## config.mk

```make
export PLATFORM = sky130hd
export DESIGN_NAME = rde_div_stage
export DESIGN_NICKNAME = d
export VERILOG_FILES = /design/src/rtl/core/rde_pkg.sv /design/src/rtl/core/rde_div_stage.sv
export SDC_FILE = /design/constraint.sdc
export NUM_CORES = 1
export LEC_CHECK = 0
export BUFFER_PORTS_ARGS = -buffer_cell sky130_fd_sc_hd__buf_2
export CORE_AREA = 2 2 221 223
export DETAILED_ROUTE_END_ITERATION = 12
export DIE_AREA = 0 0 223 225
export PLACE_DENSITY = 0.42
export RECOVER_POWER = 100
export SKIP_LAST_GASP = 1
export SYNTH_ARGS = -nofsm -noshare
export SYNTH_HDL_FRONTEND = slang
export SYNTH_SLANG_ARGS = --single-unit
```

## constraint.sdc

```tcl
create_clock -name i_clk -period 16.1 [get_ports i_clk]
set_clock_uncertainty 0.1 [all_clocks]
set_input_delay 0.805 -clock i_clk [delete_from_list [all_inputs] [get_ports i_clk]]
set_output_delay 0.805 -clock i_clk [all_outputs]
set_load 0.01 [all_outputs]
```

## src/rtl/core/rde_pkg.sv

```systemverilog
// Package of the radix digit extractor: shared constants, the control
// record that travels down the pipeline, and the radix clamp function.
// Depends on nothing; every module of the block imports it.
package rde_pkg;

    localparam int DEFAULT_VALUE_WIDTH = 32;
    localparam int CHUNK_BITS          = 8;

    localparam logic [5:0] RADIX_RESET = 6'd10;
    localparam logic [5:0] RADIX_MIN   = 6'd2;
    localparam logic [5:0] RADIX_MAX   = 6'd36;

    typedef struct packed {
        logic       valid;
        logic       zero;
        logic [5:0] pos;
        logic [5:0] radix;
    } t_rde_ctl;

    function automatic logic [5:0] clamp_radix(input logic [5:0] r);
        logic [5:0] res;
        res = r;
        if (r < RADIX_MIN) begin
            res = RADIX_MIN;
        end else if (r > RADIX_MAX) begin
            res = RADIX_MAX;
        end
        return res;
    endfunction

endpackage

```

## src/rtl/core/rde_div_stage.sv

```systemverilog
// One pipeline stage of the repeated division: a chunk of long-division
// bit steps of one quotient, plus the digit capture at the end of a division.
// Depends on rde_pkg.
module rde_div_stage #(
    parameter int VALUE_WIDTH = 32,
    parameter int COUNT_WIDTH = 6,
    parameter int FIRST_BIT   = 31,
    parameter int NUM_BITS    = 8,
    parameter int DIV_IDX     = 0,
    parameter bit IS_START    = 1'b1,
    parameter bit IS_END      = 1'b0
) (
    input  logic                              i_clk,
    input  logic                              i_rst_n,
    input  logic                              i_en,
    input  rde_pkg::t_rde_ctl                 i_ctl,
    input  logic [VALUE_WIDTH-1:0]            i_t,
    input  logic [VALUE_WIDTH-1:0]            i_q,
    input  logic [5:0]                        i_rem,
    input  logic [VALUE_WIDTH-1:0][5:0]       i_digits,
    input  logic [COUNT_WIDTH-1:0]            i_count,
    output rde_pkg::t_rde_ctl                 o_ctl,
    output logic [VALUE_WIDTH-1:0]            o_t,
    output logic [VALUE_WIDTH-1:0]            o_q,
    output logic [5:0]                        o_rem,
    output logic [VALUE_WIDTH-1:0][5:0]       o_digits,
    output logic [COUNT_WIDTH-1:0]            o_count
);
    import rde_pkg::*;

    logic [VALUE_WIDTH-1:0]      n_t;
    logic [VALUE_WIDTH-1:0]      n_q;
    logic [5:0]                  n_rem;
    logic [VALUE_WIDTH-1:0][5:0] n_digits;
    logic [COUNT_WIDTH-1:0]      n_count;
    logic [6:0]                  rem2;
    logic [VALUE_WIDTH-1:0]      q;
    logic [5:0]                  rem;

    t_rde_ctl                    r_ctl;
    logic [VALUE_WIDTH-1:0]      r_t;
    logic [VALUE_WIDTH-1:0]      r_q;
    logic [5:0]                  r_rem;
    logic [VALUE_WIDTH-1:0][5:0] r_digits;
    logic [COUNT_WIDTH-1:0]      r_count;

    always_comb begin
        q    = IS_START ? '0 : i_q;
        rem  = IS_START ? 6'd0 : i_rem;
        rem2 = '0;
        for (int j = 0; j < NUM_BITS; j++) begin
            rem2 = {rem, i_t[FIRST_BIT - j]};
            if (rem2 >= {1'b0, i_ctl.radix}) begin
                q[FIRST_BIT - j] = 1'b1;
                rem2             = rem2 - {1'b0, i_ctl.radix};
            end
            rem = rem2[5:0];
        end
        n_q      = q;
        n_rem    = rem;
        n_digits = i_digits;
        n_count  = i_count;
        n_t      = i_t;
        if (IS_END) begin
            n_digits[DIV_IDX] = rem;
            n_t               = q;
            if (i_t != '0) begin
                n_count = i_count + 1'b1;
            end
        end
    end

    always_ff @(posedge i_clk) begin
        if (!i_rst_n) begin
            r_ctl.valid <= 1'b0;
        end else if (i_en) begin
            r_ctl.valid <= i_ctl.valid;
        end
        if (i_en) begin
            r_ctl.zero  <= i_ctl.zero;
            r_ctl.pos   <= i_ctl.pos;
            r_ctl.radix <= i_ctl.radix;
            r_t         <= n_t;
            r_q         <= n_q;
            r_rem       <= n_rem;
            r_digits    <= n_digits;
            r_count     <= n_count;
        end
    end

    assign o_ctl    = r_ctl;
    assign o_t      = r_t;
    assign o_q      = r_q;
    assign o_rem    = r_rem;
    assign o_digits = r_digits;
    assign o_count  = r_count;

endmodule

```

## After elaboration in Yosys (flattened, before gate mapping)

Cells that the tools add are included.

| word-level totals | value |
|---|---|
| input bits | 285 |
| bits in registers | 258 |
| word-level logic and storage cells | 72 |
| output and inout bits | 282 |

| operators by class | value |
|---|---|
| add/subtract/negate cells | 8 |
| mux-type cells | 16 |
| magnitude comparators | 8 |

Operators by type and width:

| operator | number |
|---|---|
| greater-or-equal comparator 7 x 6 -> 1 bit | 7 |
| 2-to-1 mux 6 bit | 8 |
| subtractor 6 bit | 7 |
| 2-to-1 mux 1 bit | 8 |
| greater-or-equal comparator 1 x 6 -> 1 bit | 1 |
| subtractor 1 x 6 -> 6 bit | 1 |

## Depth between registers and ports, before layout

Gate-level depths: netlist of the first run.

| logic depth | value |
|---|---|
| depth in word-level cells | 16 |
| gate-level depth with buffers | 77 |
| depth with buffers taken out | 75 |

## Least setup slack after synthesis of the first run

Ideal clock, no wire load.

| timing path | value |
|---|---|
| path type | in2reg |
| from | in i_t[31] |
| to | reg r_rem[1], in the netlist o_rem[1] (data pin) |
| path buffers | 2 |
| stages | 73 |
| slack | 1836 ps |
| data required time | 15721 ps |
| setup time | 279 ps |
| data arrival time | 13885 ps |
| cells stage by stage | inv_1 ha_1 inv_1 ha_1 o21ai_2 inv_1 and2_1 ha_1 and4_1 a31oi_1 o21ai_4 nor2_2 inv_1 and3_1 ha_1 a211oi_1 nand2_1 o22ai_2 (+37 left out) o21ai_0 nand3b_1 a21o_1 nand3b_1 o21a_4 buf_6 a21oi_1 ha_1 a21oi_1 o21ai_0 a21o_1 a21o_1 a31o_2 a21o_1 nor2_1 o211ai_1 o31ai_4 o221ai_1 |

| on the way | value |
|---|---|
| longest elaborated chain between the ends | 16 |
| elaborated cells between the ends (all ways) | 24 |
| those cells by class | add/sub: 8; order compare: 8; mux: 8 |

RTL lines:

| element | RTL line | RTL |
|---|---|---|
| start: declaration | rde_div_stage.sv:17 | `input logic [VALUE_WIDTH-1:0] i_t,` |
| subtractor 1 x 6 -> 6 bit / greater-or-equal comparator 1 x 6 -> 1 bit (equally long branches) | rde_div_stage.sv:55, rde_div_stage.sv:53 |  |
| 2-to-1 mux 6 bit * | rde_div_stage.sv:53 | `if (rem2 >= {1'b0, i_ctl.radix}) begin` |
| subtractor 6 bit / greater-or-equal comparator 7 x 6 -> 1 bit (equally long branches) | rde_div_stage.sv:55, rde_div_stage.sv:53 |  |
| 2-to-1 mux 6 bit * | rde_div_stage.sv:53 |  |
| subtractor 6 bit / greater-or-equal comparator 7 x 6 -> 1 bit (equally long branches) | rde_div_stage.sv:55, rde_div_stage.sv:53 |  |
| 2-to-1 mux 6 bit * | rde_div_stage.sv:53 |  |
| subtractor 6 bit / greater-or-equal comparator 7 x 6 -> 1 bit (equally long branches) | rde_div_stage.sv:55, rde_div_stage.sv:53 |  |
| 2-to-1 mux 6 bit * | rde_div_stage.sv:53 |  |
| subtractor 6 bit / greater-or-equal comparator 7 x 6 -> 1 bit (equally long branches) | rde_div_stage.sv:55, rde_div_stage.sv:53 |  |
| 2-to-1 mux 6 bit * | rde_div_stage.sv:53 |  |
| subtractor 6 bit / greater-or-equal comparator 7 x 6 -> 1 bit (equally long branches) | rde_div_stage.sv:55, rde_div_stage.sv:53 |  |
| 2-to-1 mux 6 bit * | rde_div_stage.sv:53 |  |
| greater-or-equal comparator 7 x 6 -> 1 bit / subtractor 6 bit (equally long branches) | rde_div_stage.sv:53, rde_div_stage.sv:55 |  |
| 2-to-1 mux 6 bit * | rde_div_stage.sv:53 |  |
| subtractor 6 bit / greater-or-equal comparator 7 x 6 -> 1 bit (equally long branches) | rde_div_stage.sv:55, rde_div_stage.sv:53 |  |
| 2-to-1 mux 6 bit * | rde_div_stage.sv:53 |  |
| net rem2[1] | rde_div_stage.sv:36 | `logic [6:0] rem2;` |
| end signal: assignment | rde_div_stage.sv:85 | `r_rem <= n_rem;` |
| end: declaration | rde_div_stage.sv:43 | `logic [5:0] r_rem;` |

The timed path passes the listed nets; every way through them passes the cells marked *.
A chain may end at the register's enable or synchronous reset.

## Worst setup path after layout of the first run

| timing path | value |
|---|---|
| from | in i_ctl[0] (netlist bit) |
| to | reg r_rem[0], in the netlist o_rem[0] (data pin) |

| on the way | value |
|---|---|
| longest elaborated chain between the ends | 16 |
| elaborated cells between the ends (all ways) | 24 |
| those cells by class | add/sub: 8; order compare: 8; mux: 8 |

RTL lines:

| element | RTL line | RTL |
|---|---|---|
| start: declaration | rde_div_stage.sv:16 | `input rde_pkg::t_rde_ctl i_ctl,` |
| subtractor 1 x 6 -> 6 bit / greater-or-equal comparator 1 x 6 -> 1 bit (equally long branches) | rde_div_stage.sv:55, rde_div_stage.sv:53 |  |
| 2-to-1 mux 6 bit | rde_div_stage.sv:53 |  |
| subtractor 6 bit / greater-or-equal comparator 7 x 6 -> 1 bit (equally long branches) | rde_div_stage.sv:55, rde_div_stage.sv:53 |  |
| 2-to-1 mux 6 bit | rde_div_stage.sv:53 |  |
| subtractor 6 bit / greater-or-equal comparator 7 x 6 -> 1 bit (equally long branches) | rde_div_stage.sv:55, rde_div_stage.sv:53 |  |
| 2-to-1 mux 6 bit | rde_div_stage.sv:53 |  |
| subtractor 6 bit / greater-or-equal comparator 7 x 6 -> 1 bit (equally long branches) | rde_div_stage.sv:55, rde_div_stage.sv:53 |  |
| 2-to-1 mux 6 bit | rde_div_stage.sv:53 |  |
| subtractor 6 bit / greater-or-equal comparator 7 x 6 -> 1 bit (equally long branches) | rde_div_stage.sv:55, rde_div_stage.sv:53 |  |
| 2-to-1 mux 6 bit | rde_div_stage.sv:53 |  |
| subtractor 6 bit / greater-or-equal comparator 7 x 6 -> 1 bit (equally long branches) | rde_div_stage.sv:55, rde_div_stage.sv:53 |  |
| 2-to-1 mux 6 bit | rde_div_stage.sv:53 |  |
| greater-or-equal comparator 7 x 6 -> 1 bit / subtractor 6 bit (equally long branches) | rde_div_stage.sv:53, rde_div_stage.sv:55 |  |
| 2-to-1 mux 6 bit | rde_div_stage.sv:53 |  |
| greater-or-equal comparator 7 x 6 -> 1 bit | rde_div_stage.sv:53 |  |
| 2-to-1 mux 6 bit * | rde_div_stage.sv:53 |  |
| net rem2[0] | rde_div_stage.sv:36 |  |

Marks and branches as above.

==> results of run 1 <==
==> cells by family after synthesis <==
kind of cell / count (synthesis) / synth area share (%)
other cells: 1 / 0.0359
flops: 258 / 74.1
mux: 19 / 1.98
fa+ha+maj: 51 / 6.62
simple gates: 97 / 5.44
buf+inv: 69 / 3.43
xor+xnor: 18 / 1.51
compound gates: 95 / 6.87
==> metal layers <==
metal	wire (um)	global-route usage (%)	share of wire (%)
met1	14100	15.3	36
met2	21000	27.9	53
met3	3330	5.70	8.4
met4	1060	4.31	2.7
met5	133	0	0.34
==> Yosys cell counts, drive strengths merged (4+ instances only) <==
master | n | area share, %
a31oi | 5 | 0.36
fa | 7 | 1.3
nand3b | 4 | 0.29
o221ai | 6 | 0.62
a21oi | 19 | 0.91
nor2b | 11 | 0.66
xnor2 | 13 | 1.1
o21a | 5 | 0.43
and3 | 5 | 0.30
nand2b | 6 | 0.36
nor2 | 20 | 0.82
nand3 | 10 | 0.48
mux2 | 7 | 0.83
inv | 43 | 1.5
nor3 | 5 | 0.24
a21o | 7 | 0.50
buf | 26 | 1.9
xor2 | 5 | 0.42
edfxtp | 257 | 74
nand2 | 17 | 0.61
o21ai | 21 | 1.2
mux2i | 12 | 1.2
o211ai | 5 | 0.41
ha | 44 | 5.3
==> how the worst min path moves through the flow <==
stage	end	cells past startpoint	slack, ns	startpoint
final	o_digits[109]	1	0.31	i_digits[109]
after detailed placement	o_ctl[13]	2	0.41	o_ctl[13]
after floorplan	o_ctl[13]	2	0.44	o_ctl[13]
after CTS	o_digits[152]	1	0.26	i_digits[152]
after global placement	o_ctl[13]	2	0.40	o_ctl[13]
after global routing	o_ctl[10]	1	0.27	i_ctl[10]
==> power groups by stage <==
stage	sequential [W]	combinational, W	clock [W]
final	0.000874	0.00137	0.000649
after global routing	0.000881	0.00150	0.000695
after CTS	0.000869	0.00142	0.000675
after detailed placement	0.000882	0.00141	0
after global placement	0.000881	0.00141	0
after floorplan	0.000920	0.000758	0
==> flip-flops by register name, indices dropped and copies added, names as in the netlist <==
signal    cells
o_q           8
o_digits    192
o_ctl        14
o_t          32
o_rem         6
o_count       6
==> area by class of cell <==
type | count | area share (%)
Inverter | 43 | 1.10
Clock inverter | 13 | 0.820
Sequential cell | 258 | 52.8
Timing Repair Buffer | 566 | 17.9
Antenna cell | 5 | 0.0854
Multi-Input combinational cell | 304 | 16.6
Tap cell | 615 | 5.25
Clock buffer | 37 | 5.45
==> stage by stage <==
| step | setup WS [ns] | util (%) | hold slack [ns] | total power [W] |
|---|---|---|---|---|
| 6_report | 1.51 | 30.8 | 0.306 | 0.00289 |
| 5_1_grt | 0.0883 | 30.8 | 0.269 | 0.00308 |
| 4_1_cts | 1.49 | 31.6 | 0.261 | 0.00296 |
| 3_5_place_dp | 0.953 | 29.6 | 0.407 | 0.00229 |
| 3_3_place_gp | 0.819 | 29.6 | 0.397 | 0.00229 |
| 2_1_floorplan | 1.84 | - | 0.438 | 0.00168 |
==> worst max-delay path: cells and delay by family <==
| kind | cells | cell delay [ns] |
|---|---|---|
| simple gates | 11 | 1.64 |
| fa+ha+maj | 9 | 2.65 |
| mux | 4 | 1.19 |
| compound gates | 36 | 6.53 |
| buf+inv | 14 | 2.10 |
==> qor.yml, run 1 <==
status:
  outcome: "finished with violations"
  failed_checks: "capacitance limit, slew limit"
detailed_routing:
  drc_errors: 0
  routed_wl_um: 39700
  ant_nets: 0
  drt_first_pass_iters: 4
  routedWlPerCell_um: 21.6
  vias: 7537
  vias_per_cell: 4.09
  drtIter0Drc: 354
timing:
  drv_slew: 263
  min_period_ns: 14.59
  rsz0062_at_grt: "no"
  setup_viol: 0
  relSlewSlack_pct: -322
  hold_viol: 0
  post-route-period-util_pct: 90.7
  clock.fmax_mhz: 68.5
  worst_pin_slew_ns: 6.33
  finalSetupTns_ns: 0
worst_setup_path:
  reg2reg_depth: 2
  worstPathArrival_ns: 14.92
  r2r-end: "o_ctl[13]"
  slowest_delay_ns: 0.36
  crit_type: "in -> reg"
  cp_max_fo: 12
  end_kind: "flip-flop"
  cp_common_cell: "ha_1"
  crit_required_ns: 16.42
  crit_path_end: "o_rem[0]"
  reg2reg_slack_ns: 15.32
  startpoint: "i_ctl[0]"
  cp_slowest_cell: "ha_1"
  r2r-start: "o_ctl[13]"
  worst_setup_path_start_kind: "input pin"
placement:
  dpl.cell_count: 1786
  place_area_um2: 14100
  gp_congestion: 0.814
  hpwl_um: 31800
  io_buffers: 504
clock_network:
  cts_htree_levels: 1
  cts_setup_buffers: 0
  clkSinkCount: 258
  holdBufCountCts: 0
  cts_buffers: 30
  clk_pin_slew_ns: 0.06
  insertion_delay_ns: 0.57
  cts_tree: "done"
  clk_path_buf_depth: 3
  post_cts_resized: 0
  cts_root_buf: "clkbuf_16"
floorplan:
  start_util_pct: 22.0
  die-height_um: 225
  dieArea_um2: 50200
  rows: 80
  io_pins: 567
  coreArea_um2: 47500
  die_w_um: 223
min_path:
  hold_path_class: "in -> reg"
synthesis:
  ys_types: 73
  avgSynthCellArea_um2: 17.2
  synth-seq-cells: 258
  synth-seq-area-share_pct: 74.1
  synth-edff-count: 257
  synth_ff_type: "edfxtp_1"
  syn_area_um2: 10400
  synthCells: 608
  yosys_warnings: 0
  synthArstFlopShare_pct: 0
finish:
  multi_input_area_um2: 2430
  finalNonFillerCells: 1841
  regArea_um2: 7740
  drive_gt1_share_pct: 28.8
  nets: 1539
  mostFrequentLayoutCells: "clkbuf_1 (286), edfxtp_1 (257), buf_2 (228), buf_4 (57), ha_1 (44)"
  layout_commonest_cell: "clkbuf_1"
  syn_to_final_growth_pct: 40.4
  fillers: 4924
  fin_area_um2: 14700
global_route:
  track_usage_pct: 14.9
  grt_max_degree: 114
  grt_pass1_vias: 7432
  grt_pass1_wl_um: 53300
  antenna_found_initial: 23
  overflow: 0
power:
  p_int_w: 0.00192
  clkPwrFrac_pct: 22.5
  switching_share_pct: 33.4
  switchingPower_w: 0.000966
  power_frac_comb_pct: 47.3
  ir_worst_vdd_mv: 0.192
  seqPwrFrac_pct: 30.3
  power.leakage_nw: 5.80
  power_density_nw_per_um2: 197
flow_run:
  drv_cap: 3
Power figures use the tool's default switching activity.
==> run 2, diff against run 1 <==
CTS_CLUSTER_SIZE = 30   (was default)
REMOVE_ABC_BUFFERS = 1   (was default)
SKIP_CTS_REPAIR_TIMING = 1   (was default)
==> run 2 against run 1 <==
  * Hold slack got worse by 0.016 ns
  * Fmax increased by 0.49%
  * Die area unchanged
  * Core utilization increased by 0.050 points
  * Final area increased by 0.16%
  * Via count increased by 1.5%
  * Sequential cell count unchanged
  * Largest power group unchanged
  * The run still ends with capacitance limit, slew limit left
  * Critical path type unchanged
  * Routed wire length increased by 4.9%
==> qor.yml, run 2 (synthesis results as in run 1) <==
worst_setup_path:
  cp_common_cell: "ha_1"  # unchanged
  crit_required_ns: 16.39  # was 16.42 ns
  worstPathArrival_ns: 14.81  # was 14.92 ns
  cp_slowest_cell: "ha_1"  # unchanged
  end_kind: "flip-flop"  # unchanged
  worst_setup_path_start_kind: "input pin"  # unchanged
  cp_max_fo: 7  # was 12
  startpoint: "i_ctl[0]"  # unchanged
  slowest_delay_ns: 0.35  # was 0.36 ns
  r2r-start: "o_ctl[13]"  # unchanged
  crit_type: "in -> reg"  # unchanged
detailed_routing:
  routed_wl_um: 41600  # was 39700 um
  ant_nets: 0  # unchanged
  vias_per_cell: 4.14  # was 4.09
  drtIter0Drc: 392  # was 354
  vias: 7650  # was 7537
  routedWlPerCell_um: 22.6  # was 21.6 um
  drc_errors: 0  # unchanged
  drt_first_pass_iters: 4  # unchanged
placement:
  gp_congestion: 0.805  # was 0.814
  hpwl_um: 33700  # was 31800 um
  place_area_um2: 14100  # about the same
  io_buffers: 504  # unchanged
status:
  failed_checks: "capacitance limit, slew limit"  # unchanged
  outcome: "finished with violations"  # unchanged
clock_network:
  cts_tree: "done"  # unchanged
  cts_buffers: 30  # unchanged
  cts_root_buf: "clkbuf_16"  # unchanged
  insertion_delay_ns: 0.58  # was 0.57 ns
  clk_path_buf_depth: 3  # unchanged
  cts_htree_levels: 1  # unchanged
  clkSinkCount: 258  # unchanged
  clk_pin_slew_ns: 0.06  # about the same
min_path:
  worstHoldStart: "i_digits[129]"  # was i_digits[109]
  hold_path_class: "in -> reg"  # unchanged
timing:
  relSlewSlack_pct: -339  # was -322%
  post-route-period-util_pct: 90.2  # was 90.7%
  finalSetupTns_ns: 0  # unchanged
  setup_viol: 0  # unchanged
  hold_viol: 0  # unchanged
  worst_pin_slew_ns: 6.58  # was 6.33 ns
  rsz0062_at_grt: "no"  # unchanged
  clock.fmax_mhz: 68.9  # was 68.5 MHz
  whs_ns: 0.291  # was 0.306 ns
  min_period_ns: 14.52  # was 14.59 ns
  drv_slew: 263  # unchanged
finish:
  drive_gt1_share_pct: 29.3  # was 28.8%
  fin_area_um2: 14700  # about the same
  largest_reg_flops: 192  # unchanged
  syn_to_final_growth_pct: 40.6  # was 40.4%
  mostFrequentLayoutCells: "clkbuf_1 (285), edfxtp_1 (257), buf_2 (227), buf_4 (54), ha_1 (44)"  # was clkbuf_1 (286), edfxtp_1 (257), buf_2 (228), buf_4 (57), ha_1 (44)
  layout_commonest_cell: "clkbuf_1"  # unchanged
  nets: 1536  # was 1539
  fillers: 4962  # was 4924
floorplan:
  die-height_um: 225  # unchanged
  rows: 80  # unchanged
  io_pins: 567  # unchanged
  die_w_um: 223  # unchanged
  dieArea_um2: 50200  # unchanged
  start_util_pct: 22.0  # unchanged
  coreArea_um2: 47500  # unchanged
global_route:
  antenna_found_initial: 33  # was 23
  grt_max_degree: 117  # was 114
  track_usage_pct: 15.8  # was 14.9%
  grt_pass1_vias: 7611  # was 7432
  grt_pass1_wl_um: 56100  # was 53300 um
  overflow: 0  # unchanged
power:
  ir_worst_vdd_mv: 0.167  # was 0.192 mV
  total_power_w: 0.00291  # was 0.00289 W
  power.leakage_nw: 5.80  # about the same
  power_density_nw_per_um2: 198  # was 197 nW/um^2
flow_run:
  drv_cap: 3  # unchanged
==> run 2: path summary, 6_finish.rpt <==
check,to,slack (ns),cells after the start
setup / recovery,o_rem[5],1.58,73
setup reg to reg,o_ctl[13],15.24,2
hold / removal,o_digits[129],0.29,1
hold reg to reg,o_ctl[13],0.44,2
==> run 2: per-layer routing <==
layer | GRT usage, % | part of all wire (%) | up-vias
met5 | 0 | 0.62 | -
met4 | 5.37 | 3.5 | 44
met3 | 7.51 | 9.8 | 112
met2 | 29.1 | 53 | 286
met1 | 15.4 | 34 | 3707
li1 | - | - | 3501
==> run 2: final cells by class <==
| class | instances | area, um^2 | share of cell area [%] |
|---|---|---|---|
| sequential | 258 | 7740 | 52.7 |
| inverter | 43 | 161 | 1.10 |
| tap | 615 | 769 | 5.24 |
| antenna | 9 | 22.5 | 0.153 |
| clock buffer | 34 | 766 | 5.22 |
| timing repair buffer | 563 | 2600 | 17.7 |
| clock inverter | 20 | 194 | 1.32 |
| multi-input combinational | 304 | 2430 | 16.5 |
==> run 2: power by group <==
| group | internal (W) | switching, W | total [W] | leakage (nW) |
|---|---|---|---|---|
| combinational | 0.000674 | 0.000694 | 0.00137 | 2.81 |
| clock | 0.000377 | 0.000291 | 0.000668 | 0.464 |
| sequential | 0.000858 | 0.0000170 | 0.000875 | 2.52 |
==> run 2: worst max-delay path, delay by kind of cell <==
family / cells / cell delay [ns]
compound gates: 38 / 7.10
fa+ha+maj: 9 / 2.59
simple gates: 13 / 2.22
buf+inv: 11 / 1.41
mux: 2 / 0.64
==> run 2: metrics by stage <==
stage	instances	util (%)	worst slack, ns
after floorplan	605	-	1.95
after CTS	1837	31.6	1.53
final	1846	30.9	1.58
after global routing	1840	30.8	0.176
after detailed placement	1783	29.6	0.983
after global placement	1783	29.6	0.933
